## src/hdl/aop_pkg.sv

```systemverilog
// Shared types, field layouts and codes for the box overlap / push-out block.
// No dependencies; every other file in hdl/ imports this package.
package aop_pkg;

	// Q12.8 component width and packed vector layout (x low, then y, then z)
	localparam int COORD_W = 21;
	localparam int VEC_W   = 63;
	localparam int RAD_W   = 46;
	localparam int SCALE_W = 10;
	localparam int CFG_DW  = 64;
	localparam int CFG_AW  = 4;

	localparam logic [RAD_W-1:0]   RADIUS_RST = RAD_W'(2359296);
	localparam logic [SCALE_W-1:0] SCALE_RST  = SCALE_W'(282);

	// register index, taken from paddr[3] (registers sit on 8-byte steps)
	localparam logic REG_RADIUS = 1'b0;
	localparam logic REG_SCALE  = 1'b1;

	localparam logic [1:0] KIND_STATIC  = 2'd0;
	localparam logic [1:0] KIND_DYNAMIC = 2'd1;
	localparam logic [1:0] KIND_ENEMY   = 2'd2;
	localparam logic [1:0] KIND_OTHER   = 2'd3;

	typedef enum logic [1:0] {
		AXIS_X,
		AXIS_Y,
		AXIS_Z,
		AXIS_NONE
	} axis_t;

	typedef logic [VEC_W-1:0] vec_t;

	// arithmetic types, sized from COORD_W
	typedef logic signed [COORD_W-1:0]   comp_t;  // one component
	typedef logic signed [COORD_W:0]     diff_t;  // b - a, sizes summed
	typedef logic signed [COORD_W+2:0]   ovl_t;   // 2|d| against size sum
	typedef logic signed [2*COORD_W+1:0] sqs_t;   // signed square
	typedef logic        [2*COORD_W:0]   sq_t;    // square magnitude
	typedef logic        [2*COORD_W+2:0] dsum_t;  // sum of three squares
	typedef logic signed [COORD_W+8:0]   geo_t;   // corner / face in Q.16
	typedef logic signed [COORD_W+9:0]   err_t;   // corner minus face
	typedef logic signed [COORD_W+10:0]  prod_t;  // move * scale
	typedef logic signed [COORD_W+11:0]  ps_t;    // pre-move corner minus face
	typedef logic        [COORD_W+2:0]   mag_t;   // push distance in Q12.8
	typedef logic signed [COORD_W+3:0]   np_t;    // new component before clamp

	localparam comp_t COMP_MAX = {1'b0, {(COORD_W-1){1'b1}}};
	localparam comp_t COMP_MIN = {1'b1, {(COORD_W-1){1'b0}}};

	typedef struct packed {
		vec_t       a_pos;
		vec_t       b_pos;
		vec_t       a_size;
		vec_t       b_size;
		vec_t       a_move;
		vec_t       b_move;
		logic [1:0] a_kind;
		logic [1:0] b_kind;
	} pair_t;

	typedef struct packed {
		logic  event_hit;
		logic  box_overlap;
		logic  push_done;
		logic  pushed_is_b;
		axis_t push_axis;
		vec_t  new_pos;
		vec_t  new_move;
	} result_t;

	typedef struct packed {
		logic [RAD_W-1:0]   radius_sq;
		logic [SCALE_W-1:0] prestep_scale;
	} cfg_t;

	// stage load enables from the pipeline control
	typedef struct packed {
		logic ld_s1;
		logic ld_s2;
		logic ld_s3;
		logic ld_s4;
	} pipe_en_t;

	function automatic comp_t comp_get(input vec_t v, input int k);
		return comp_t'(v[k*COORD_W +: COORD_W]);
	endfunction

endpackage

```

## src/hdl/aop_pipe_ctrl.sv

```systemverilog
// Valid bits and load enables for the four-stage pair pipeline.
// Depends on aop_pkg.
module aop_pipe_ctrl
	import aop_pkg::*;
(
	input  logic     clk,
	input  logic     arst_n,
	input  logic     pair_valid,
	output logic     pair_stall,
	output logic     res_valid,
	input  logic     res_stall,
	output pipe_en_t en
);

	logic vld_s1, vld_s2, vld_s3, vld_s4;

	// a stage loads when empty or when its contents move on this cycle
	always_comb begin
		en.ld_s4 = !vld_s4 || !res_stall;
		en.ld_s3 = !vld_s3 || en.ld_s4;
		en.ld_s2 = !vld_s2 || en.ld_s3;
		en.ld_s1 = !vld_s1 || en.ld_s2;
	end

	always_ff @(posedge clk or negedge arst_n) begin
		if (!arst_n) begin
			vld_s1 <= 1'b0;
			vld_s2 <= 1'b0;
			vld_s3 <= 1'b0;
			vld_s4 <= 1'b0;
		end else begin
			if (en.ld_s1) vld_s1 <= pair_valid;
			if (en.ld_s2) vld_s2 <= vld_s1;
			if (en.ld_s3) vld_s3 <= vld_s2;
			if (en.ld_s4) vld_s4 <= vld_s3;
		end
	end

	assign pair_stall = !en.ld_s1;
	assign res_valid  = vld_s4;

endmodule

```

## config.mk

```make
export PLATFORM = sky130hd
export DESIGN_NAME = aop_pipe_ctrl
export DESIGN_NICKNAME = d
export VERILOG_FILES = /design/src/hdl/aop_pkg.sv /design/src/hdl/aop_pipe_ctrl.sv
export SDC_FILE = /design/constraint.sdc
export NUM_CORES = 1
export LEC_CHECK = 0
export BUFFER_PORTS_ARGS = -buffer_cell sky130_fd_sc_hd__buf_2
export CAP_MARGIN = 20
export CORE_AREA = 10 10 47 49
export DETAILED_ROUTE_END_ITERATION = 8
export DIE_AREA = 0 0 57 59
export PLACE_DENSITY = 0.32
export SETUP_SLACK_MARGIN = 0.15
export SYNTH_ARGS = -nofsm -noshare
export SYNTH_HDL_FRONTEND = slang
export SYNTH_SLANG_ARGS = --single-unit
export TNS_END_PERCENT = 10
```

## constraint.sdc

```tcl
create_clock -name clk -period 1 [get_ports clk]
set_clock_uncertainty 0.1 [all_clocks]
set_input_delay 0.2 -clock clk [delete_from_list [all_inputs] [get_ports clk]]
set_output_delay 0.2 -clock clk [all_outputs]
set_load 0.05 [all_outputs]
```

==> results.md <==
* Vias at 173
* # Max-Cap Violations at 0
* Via density at 3.53
* Headroom to the max-slew limit at 83.4%
* H-tree levels at 1
* Tcrit/Tclk final at 145%
* Worst-skew pair later-pin latency at 240 ps
* DP Area at 267 um^2
* Final worst slack at -455 ps
* Number of synthesized flops with an enable pin at 0
* Top_reg_cell synth: dfrtp_1
* Top post-synthesis cells by count: 4 x dfrtp_1, 2 x nand2_1, 2 x nand2b_1
* FMAX at 687 MHz
* Slew Limit Fails at 0
* Post-DP HPWL at 379 um
* Minimum clock period at 1450 ps
* Top-Level Pins at 10
* CTS tree: built
* Total clock sinks at 4
* Drt first pass iters at 2
* Syn Inst Count at 14
* Cell accounting for the most synthesized area: dfrtp_1
* Setup Viol. Count Final at 8
* Die Width at 57 um
* CP Data Required Time at 700 ps
* Routed WL at 523 um
* Synthesized Nets at 18
* Setup WS pre-CTS at -303 ps
* Arr. time, crit path at 1150 ps
* Antenna Cells at 0
* ANT nets after route at 0
* Share of layout cells above drive strength 1 at 69.7%
* All-Layer GR Usage at 3.46%
* Fin cells at 49
* Critical path's largest stage delay at 380 ps
* FILL cells at 159
* Synth area leaders: dfrtp_1 60%, nand4_4 13%, nand2b_1 7.5%
* Power Density at 1800 nW/um^2
* Largest net degree at the start of global routing at 6
* Sum Neg Setup Slack at -2110 ps
* Post-Place Cells at 42
* Root Driver: clkbuf_4
* WHS at 68.1 ps
* Mapped cell area at 168 um^2
* Final hold violations at 0
* Synth Register Bits at 4
* Leakage power total at 0.162 nW
* Initial antenna violation count at 0
* CTS Buf Count at 3
* Sequential-to-total area share from yosys stat at 59.7%
* Core ar. at 1400 um^2
* Clk buf depth at 2
* Final Instance Area at 360 um^2
* Failing checks: negative setup slack
* Finished Core Util at 25.7%
* Worst Path Max Fanout at 4
* Share of the synthesized area in the top cell type at 59.7%
* Slowest CP cell: dfrtp_2
* Starting Density at 12.0%
* Peak supply drop at 0.000949 V
* Worst path cell trace: nand4_4 -> or2_4 -> buf_6
* # DRC at 0
* Delay-heaviest family, CP: simple AND/OR/NAND/NOR gates
* Row count at 14
* Slew @ Worst Pin at 250 ps
* Worst min path class: in -> reg
* Total Power at 648 uW
* Input/output buffers at 9
* RePlAce Congestion at 0.712
* Grt ovf at 0
* Post-synth cell types at 9
* Outcome: complete, but fails checks
* Via count of the first global-routing pass at 188
* First-pass GRT wire length at 855 um
* Post-synth ARST share at 100%
* Die footprint at 3360 um^2
* Detailed Route Iter0 Violations at 1
* Synthesized area per cell at 12.0 um^2
* Reg2Reg Depth at 4
* Worst Setup End Kind: output pin
* Mean routed wirelength per cell at 10.7 um
* RSZ-0062 raised after global routing: true
* Crit path depth at 3
* Die Ht at 59 um
* Layout Nets at 38
* Synthesis-to-layout area growth at 115%
* CTS clk-pin slew, worst paths at 40 ps
* Kind of critical path: reg -> out
* Yosys warns at 0
* Startpoint Class: flop
* Top-count cell post-synth: dfrtp_1
* WP buf/inv at 1
* Worst Hold Path Cells at 2
area by class of cell:
type | count | area [um^2] | area share (%)
Timing Repair Buffer | 15 | 128 | 35.4
Sequential cell | 4 | 101 | 28.1
Multi-Input combinational cell | 9 | 81.3 | 22.6
Clock buffer | 4 | 26.3 | 7.29
Tap cell | 16 | 20.0 | 5.56
Inverter | 1 | 3.75 | 1.04
placed cells by master (no fill, tap or decap), types with 2 or more instances in the layout:
cell,Yosys,routed
buf_6,0,4
dfrtp_1,4,3
nand2b_1,2,2
clkbuf_4,0,3
buf_2,0,4
buf_4,0,5
what timing repair did:
action                     CTS  global route
resized for setup           10             3
hold buffers                 1             0
hold endpoints to repair     4             0
setup buffers                1             1
setup endpoints to repair   10            10
pin swaps                    1             0
registers in the layout, indices dropped and copies added (netlist names):
| signal | cells |
|---|---|
| res_valid | 1 |
| vld_s3 | 1 |
| vld_s2 | 1 |
| vld_s1 | 1 |
worst reg2reg max path: stages (launching register included):
cell,delay [ps]
dfrtp_2,410
buf_4,150
nand3_2,90
buf_4,100
nand2b_1,50
final timing paths:
kind / from / slack, ps / endpoint
max reg2reg: res_valid / -20 / vld_s3
min: pair_valid / 70 / vld_s1
min in group asynchronous: arst_n / 200 / vld_s3
min reg2reg: vld_s1 / 400 / vld_s2
max in group asynchronous: arst_n / 470 / vld_s1
max: res_valid / -450 / en[3]
where the power goes:
group | total (mW) | internal, mW | leakage (nW) | switching (mW)
Clock | 0.219 | 0.150 | 0.0150 | 0.0690
Combinational | 0.235 | 0.0959 | 0.106 | 0.139
Sequential | 0.194 | 0.180 | 0.0415 | 0.0142
Total | 0.648 | 0.426 | 0.162 | 0.223
cell families after synthesis:
kind of cell / share of synthesized area, %
compound gates: 4.48
buf+inv: 2.24
flops: 59.7
simple gates: 33.6
routing by layer:
metal	global-route usage [%]	routed length, um	vias up	part of all wire (%)
met5	0	0	-	0
met1	3.58	235	78	45
met2	3.88	195	12	37
met4	1.01	0	0	0
met3	4.72	92	0	18
li1	-	-	83	-
(Power assumes the default switching activity.)
