<file path="config.mk">
export PLATFORM = sky130hd
export DESIGN_NAME = aop_cfg_regs
export DESIGN_NICKNAME = d
export VERILOG_FILES = /design/src/hdl/aop_pkg.sv /design/src/hdl/aop_cfg_regs.sv
export SDC_FILE = /design/constraint.sdc
export NUM_CORES = 1
export LEC_CHECK = 0
export BUFFER_PORTS_ARGS = -buffer_cell sky130_fd_sc_hd__buf_2
export CAP_MARGIN = 30
export CORE_ASPECT_RATIO = 0.5
export CORE_MARGIN = 2
export CORE_UTILIZATION = 38
export CTS_BUF_LIST = sky130_fd_sc_hd__clkbuf_8 sky130_fd_sc_hd__clkbuf_16
export DETAILED_ROUTE_END_ITERATION = 10
export PLACE_DENSITY = 0.74
export SETUP_SLACK_MARGIN = 0.4
export SKIP_LAST_GASP = 1
export SLEW_MARGIN = 20
export SYNTH_ARGS = -nofsm -noshare
export SYNTH_HDL_FRONTEND = slang
export SYNTH_SLANG_ARGS = --single-unit
</file>
<file path="constraint.sdc">
create_clock -name clk -period 1 [get_ports clk]
set_clock_uncertainty 0.05 [all_clocks]
set_input_delay 0.1 -clock clk [delete_from_list [all_inputs] [get_ports clk]]
set_output_delay 0.1 -clock clk [all_outputs]
set_load 0.02 [all_outputs]
</file>
<file path="src/hdl/aop_pkg.sv">
// Shared types, field layouts and codes for the box overlap / push-out block.
// No dependencies; every other file in hdl/ imports this package.
package aop_pkg;

	// Q12.8 component width and packed vector layout (x low, then y, then z)
	localparam int COORD_W = 21;
	localparam int VEC_W   = 63;
	localparam int RAD_W   = 46;
	localparam int SCALE_W = 10;
	localparam int CFG_DW  = 64;
	localparam int CFG_AW  = 4;

	localparam logic [RAD_W-1:0]   RADIUS_RST = RAD_W'(2359296);
	localparam logic [SCALE_W-1:0] SCALE_RST  = SCALE_W'(282);

	// register index, taken from paddr[3] (registers sit on 8-byte steps)
	localparam logic REG_RADIUS = 1'b0;
	localparam logic REG_SCALE  = 1'b1;

	localparam logic [1:0] KIND_STATIC  = 2'd0;
	localparam logic [1:0] KIND_DYNAMIC = 2'd1;
	localparam logic [1:0] KIND_ENEMY   = 2'd2;
	localparam logic [1:0] KIND_OTHER   = 2'd3;

	typedef enum logic [1:0] {
		AXIS_X,
		AXIS_Y,
		AXIS_Z,
		AXIS_NONE
	} axis_t;

	typedef logic [VEC_W-1:0] vec_t;

	// arithmetic types, sized from COORD_W
	typedef logic signed [COORD_W-1:0]   comp_t;  // one component
	typedef logic signed [COORD_W:0]     diff_t;  // b - a, sizes summed
	typedef logic signed [COORD_W+2:0]   ovl_t;   // 2|d| against size sum
	typedef logic signed [2*COORD_W+1:0] sqs_t;   // signed square
	typedef logic        [2*COORD_W:0]   sq_t;    // square magnitude
	typedef logic        [2*COORD_W+2:0] dsum_t;  // sum of three squares
	typedef logic signed [COORD_W+8:0]   geo_t;   // corner / face in Q.16
	typedef logic signed [COORD_W+9:0]   err_t;   // corner minus face
	typedef logic signed [COORD_W+10:0]  prod_t;  // move * scale
	typedef logic signed [COORD_W+11:0]  ps_t;    // pre-move corner minus face
	typedef logic        [COORD_W+2:0]   mag_t;   // push distance in Q12.8
	typedef logic signed [COORD_W+3:0]   np_t;    // new component before clamp

	localparam comp_t COMP_MAX = {1'b0, {(COORD_W-1){1'b1}}};
	localparam comp_t COMP_MIN = {1'b1, {(COORD_W-1){1'b0}}};

	typedef struct packed {
		vec_t       a_pos;
		vec_t       b_pos;
		vec_t       a_size;
		vec_t       b_size;
		vec_t       a_move;
		vec_t       b_move;
		logic [1:0] a_kind;
		logic [1:0] b_kind;
	} pair_t;

	typedef struct packed {
		logic  event_hit;
		logic  box_overlap;
		logic  push_done;
		logic  pushed_is_b;
		axis_t push_axis;
		vec_t  new_pos;
		vec_t  new_move;
	} result_t;

	typedef struct packed {
		logic [RAD_W-1:0]   radius_sq;
		logic [SCALE_W-1:0] prestep_scale;
	} cfg_t;

	// stage load enables from the pipeline control
	typedef struct packed {
		logic ld_s1;
		logic ld_s2;
		logic ld_s3;
		logic ld_s4;
	} pipe_en_t;

	function automatic comp_t comp_get(input vec_t v, input int k);
		return comp_t'(v[k*COORD_W +: COORD_W]);
	endfunction

endpackage

</file>
<file path="src/hdl/aop_cfg_regs.sv">
// APB-style register file: squared event radius and pre-step scale.
// Depends on aop_pkg.
module aop_cfg_regs
	import aop_pkg::*;
(
	input  logic              clk,
	input  logic              arst_n,
	input  logic              psel,
	input  logic              penable,
	input  logic              pwrite,
	input  logic [CFG_AW-1:0] paddr,
	input  logic [CFG_DW-1:0] pwdata,
	output logic [CFG_DW-1:0] prdata,
	output logic              pready,
	output cfg_t              cfg
);

	logic [RAD_W-1:0]   radius_q;
	logic [SCALE_W-1:0] scale_q;
	logic               wr_en;

	assign pready = 1'b1;
	assign wr_en  = psel && penable && pwrite;

	always_ff @(posedge clk or negedge arst_n) begin
		if (!arst_n) begin
			radius_q <= RADIUS_RST;
			scale_q  <= SCALE_RST;
		end else if (wr_en) begin
			case (paddr[3])
				REG_RADIUS: radius_q <= pwdata[RAD_W-1:0];
				REG_SCALE:  scale_q  <= pwdata[SCALE_W-1:0];
				default: ;
			endcase
		end
	end

	always_comb begin
		case (paddr[3])
			REG_RADIUS: prdata = CFG_DW'(radius_q);
			REG_SCALE:  prdata = CFG_DW'(scale_q);
			default:    prdata = '0;
		endcase
	end

	assign cfg.radius_sq     = radius_q;
	assign cfg.prestep_scale = scale_q;

endmodule

</file>
==> results by group <==
Global route
  – Met1 usage: between 20% and 30%
  – First-pass GRT wire length: roughly 13,000 microns
  – Pin count of the biggest net entering global routing: 57
  – Global-route met2 utilization: 41.4%
  – Met3 GRT Util: about 3.7%
  – Antenna violations before repair: 0
  – Vias in the first global route: between 2,000 and 2,500
  – Gr usage total: 20.6%
  – Gr busiest metal: met2
  – Gr ovfl total: 0

Timing
  – Final Hold Vio Count: roughly 70
  – Final WS setup: -0.283 ns
  – Final Max Tran Viols: 0
  – Setup Viol. Count Final: 110
  – Slew headroom: 65.2%
  – Tmin final: 1.28 ns
  – Final worst path period share: 128%
  – Fmax: roughly 800 MHz
  – Transition time at the pin with the least slew margin: 0.522 ns
  – Final hold slack: -0.250 ns
  – RSZ-0062 raised after global routing: yes

Drt
  – Drt first pass iters: 4
  – Routed length per instance: between 15 and 20 microns
  – Final WL: 10,100 microns
  – Routed vias: 2,388
  – Routed Antenna Nets: 0
  – Vias per cell: 4.56
  – Iteration-0 DRC count of the detailed router: just under 90
  – DRC violations left: 0

Run status
  – Failing checks: hold timing, setup timing
  – Status: complete, but fails checks

Pwr
  – Cell leakage power: 0.00302 uW
  – Power Dens Cells: 2000 mW/mm^2
  – IR drop worst, VDD: 0.983 mV

Logic synthesis
  – Post-synth top area share: 44.3%
  – Main area contributors after synthesis: dfrtp_1 (44%), mux2_4 (21%), mux2_2 (10%)
  – Synthesized area per cell: 14.8 sq um
  – Sequential area share after synthesis: 49.8%
  – Gate Count Post-Synth: about 190
  – Syn. warnings: 0
  – Share of flip-flops with an asynchronous set or reset: 100%
  – Leading area contributor after synthesis: dfrtp_1
  – Yosys cell types: 13
  – Post-synthesis cell area: 0.00283 sq mm
  – Register bit total from synthesis: 56
  – Most frequent cell after synthesis: dfrtp_1
  – Synth Flop Type: dfrtp_1
  – Post-synth EDFFs: 0
  – Top post-synthesis cells by count: dfrtp_1 (50), mux2_4 (40), nor2b_1 (36), mux2_2 (26), buf_4 (19)

Floorplanning
  – Die Span Y: ~65 microns
  – Initial Util: ~40%
  – # IOs: roughly 190
  – Core region area: 0.00727 sq mm
  – Die Wd: 126 microns
  – Die ar.: 0.00819 sq mm
  – Rows: 22

Min path
  – Worst Hold Class: in -> async

Cells and area
  – FILL cells: 387
  – Storage cell area: 0.00142 sq mm
  – Final nets: 500
  – Area of the multi-input gates: 0.00160 sq mm
  – ANT cells: 0
  – Final cell area excluding filler cells: 0.00568 sq mm
  – Layout Utilization: 78.2%
  – P&R area growth vs syn: 101%
  – Share of cells above drive strength 1: 86.2%

Worst setup path
  – WP data required: 0.85 ns
  – Crit path capture type: output port
  – Kind of critical path: reg -> out
  – Worst-path maximum fanout: 3
  – Worst EP arrival: 1.13 ns
  – CP Launch Type: flop

Placed design
  – Buffers on Ports: 153
  – GPL Wtd Cong: 0.771
  – Post-DP HPWL: 5160 microns
  – Post-DP Area: 0.00407 sq mm

CTS
  – Max Root-Sink Buffers: 2
  – Clock root buffer: clkbuf_16
  – Num CTS Buffers: 5
  – Clock slew at reported path FFs: roughly 0.07 ns
  – H-tree depth: 2
  – CTS Sinks: 56
  – CTS tree: done
  – Worst skew pair latency: ~0.29 ns

Run
  – MaxCap Viol Count: 0
what timing repair did:
item                                    in CTS  in global routing
setup buffers                               28                 44
gates resized for setup                    228                 51
pin swaps                                    1                  0
hold endpoints to repair                    87                 85
endpoints found under the setup margin     158                158
registers in the layout, summed over array words and instances (netlist names):
| register | cells |
|---|---|
| radius_q | 46 |
| scale_q | 10 |
logic make-up (layout without fill, tap and decap cells):
family	count (synthesis)	after routing	synth area share, %
multiplexers	66	66	31.6
AND/OR/NAND/NOR	38	38	9.25
buffers and inverters	29	249	9.03
flip-flops	56	56	49.8
other	2	19	0.266
final cells by class:
type	count	share of cell area, %
clock inverter	3	0.220
tap	96	2.11
timing repair buffer	241	42.2
multi-input combinational	123	28.2
sequential	56	25.1
clock buffer	5	2.20
metrics by stage:
stage,setup TNS [ns],total power [uW],std cells,worst slack [ns]
6_report,-14.66,11400,524,-0.283
5_1_grt,-17.91,11800,524,-0.309
4_1_cts,-10.68,10300,480,-0.263
3_5_place_dp,-9.33,6930,444,-0.197
3_3_place_gp,-6.91,6840,444,-0.166
2_1_floorplan,-0.368,5770,208,-0.00969
power breakdown:
group / switching [uW] / total [uW] / internal, uW
clock network: 797 / 1710 / 909
registers: 510 / 3340 / 2830
logic: 2440 / 6330 / 3890
total: 3750 / 11400 / 7630
layer usage:
metal  share of wire (%)  vias to the layer above
met4                 3.0                        0
met3                 3.9                       24
li1                    -                     1073
met1                  37                     1196
met2                  56                       95
met5                   0                        -
placed cells by master, fill, tap and decap left out, drive strengths merged:
cell / n
clkbuf: 5
dfstp: 6
nand4: 1
buf: 241
nand4b: 1
dfrtp: 50
nor2b: 36
mux2: 66
clkinv: 1
inv: 2
conb: 19
final timing paths:
path | start | to | slack, ns | cells past startpoint
min in group clk | pwdata[19] | radius_q[19]$_DFFE_PN0P_ | -0.02 | 2
min | arst_n | radius_q[0]$_DFFE_PN0P_ | -0.25 | 2
max in group asynchronous | arst_n | radius_q[21]$_DFFE_PN1P_ | 0.85 | 2
min reg2reg | radius_q[41]$_DFFE_PN0P_ | radius_q[41]$_DFFE_PN0P_ | 0.51 | 1
max | radius_q[1]$_DFFE_PN0P_ | prdata[1] | -0.28 | 2
max reg2reg | scale_q[5]$_DFFE_PN0P_ | scale_q[5]$_DFFE_PN0P_ | -0.17 | 4
worst max-delay path, stage by stage (launching register included):
cell	delay [ns]
dfrtp_1	0.42
mux2_4	0.29
buf_6	0.13
Power figures use the tool's default switching activity.
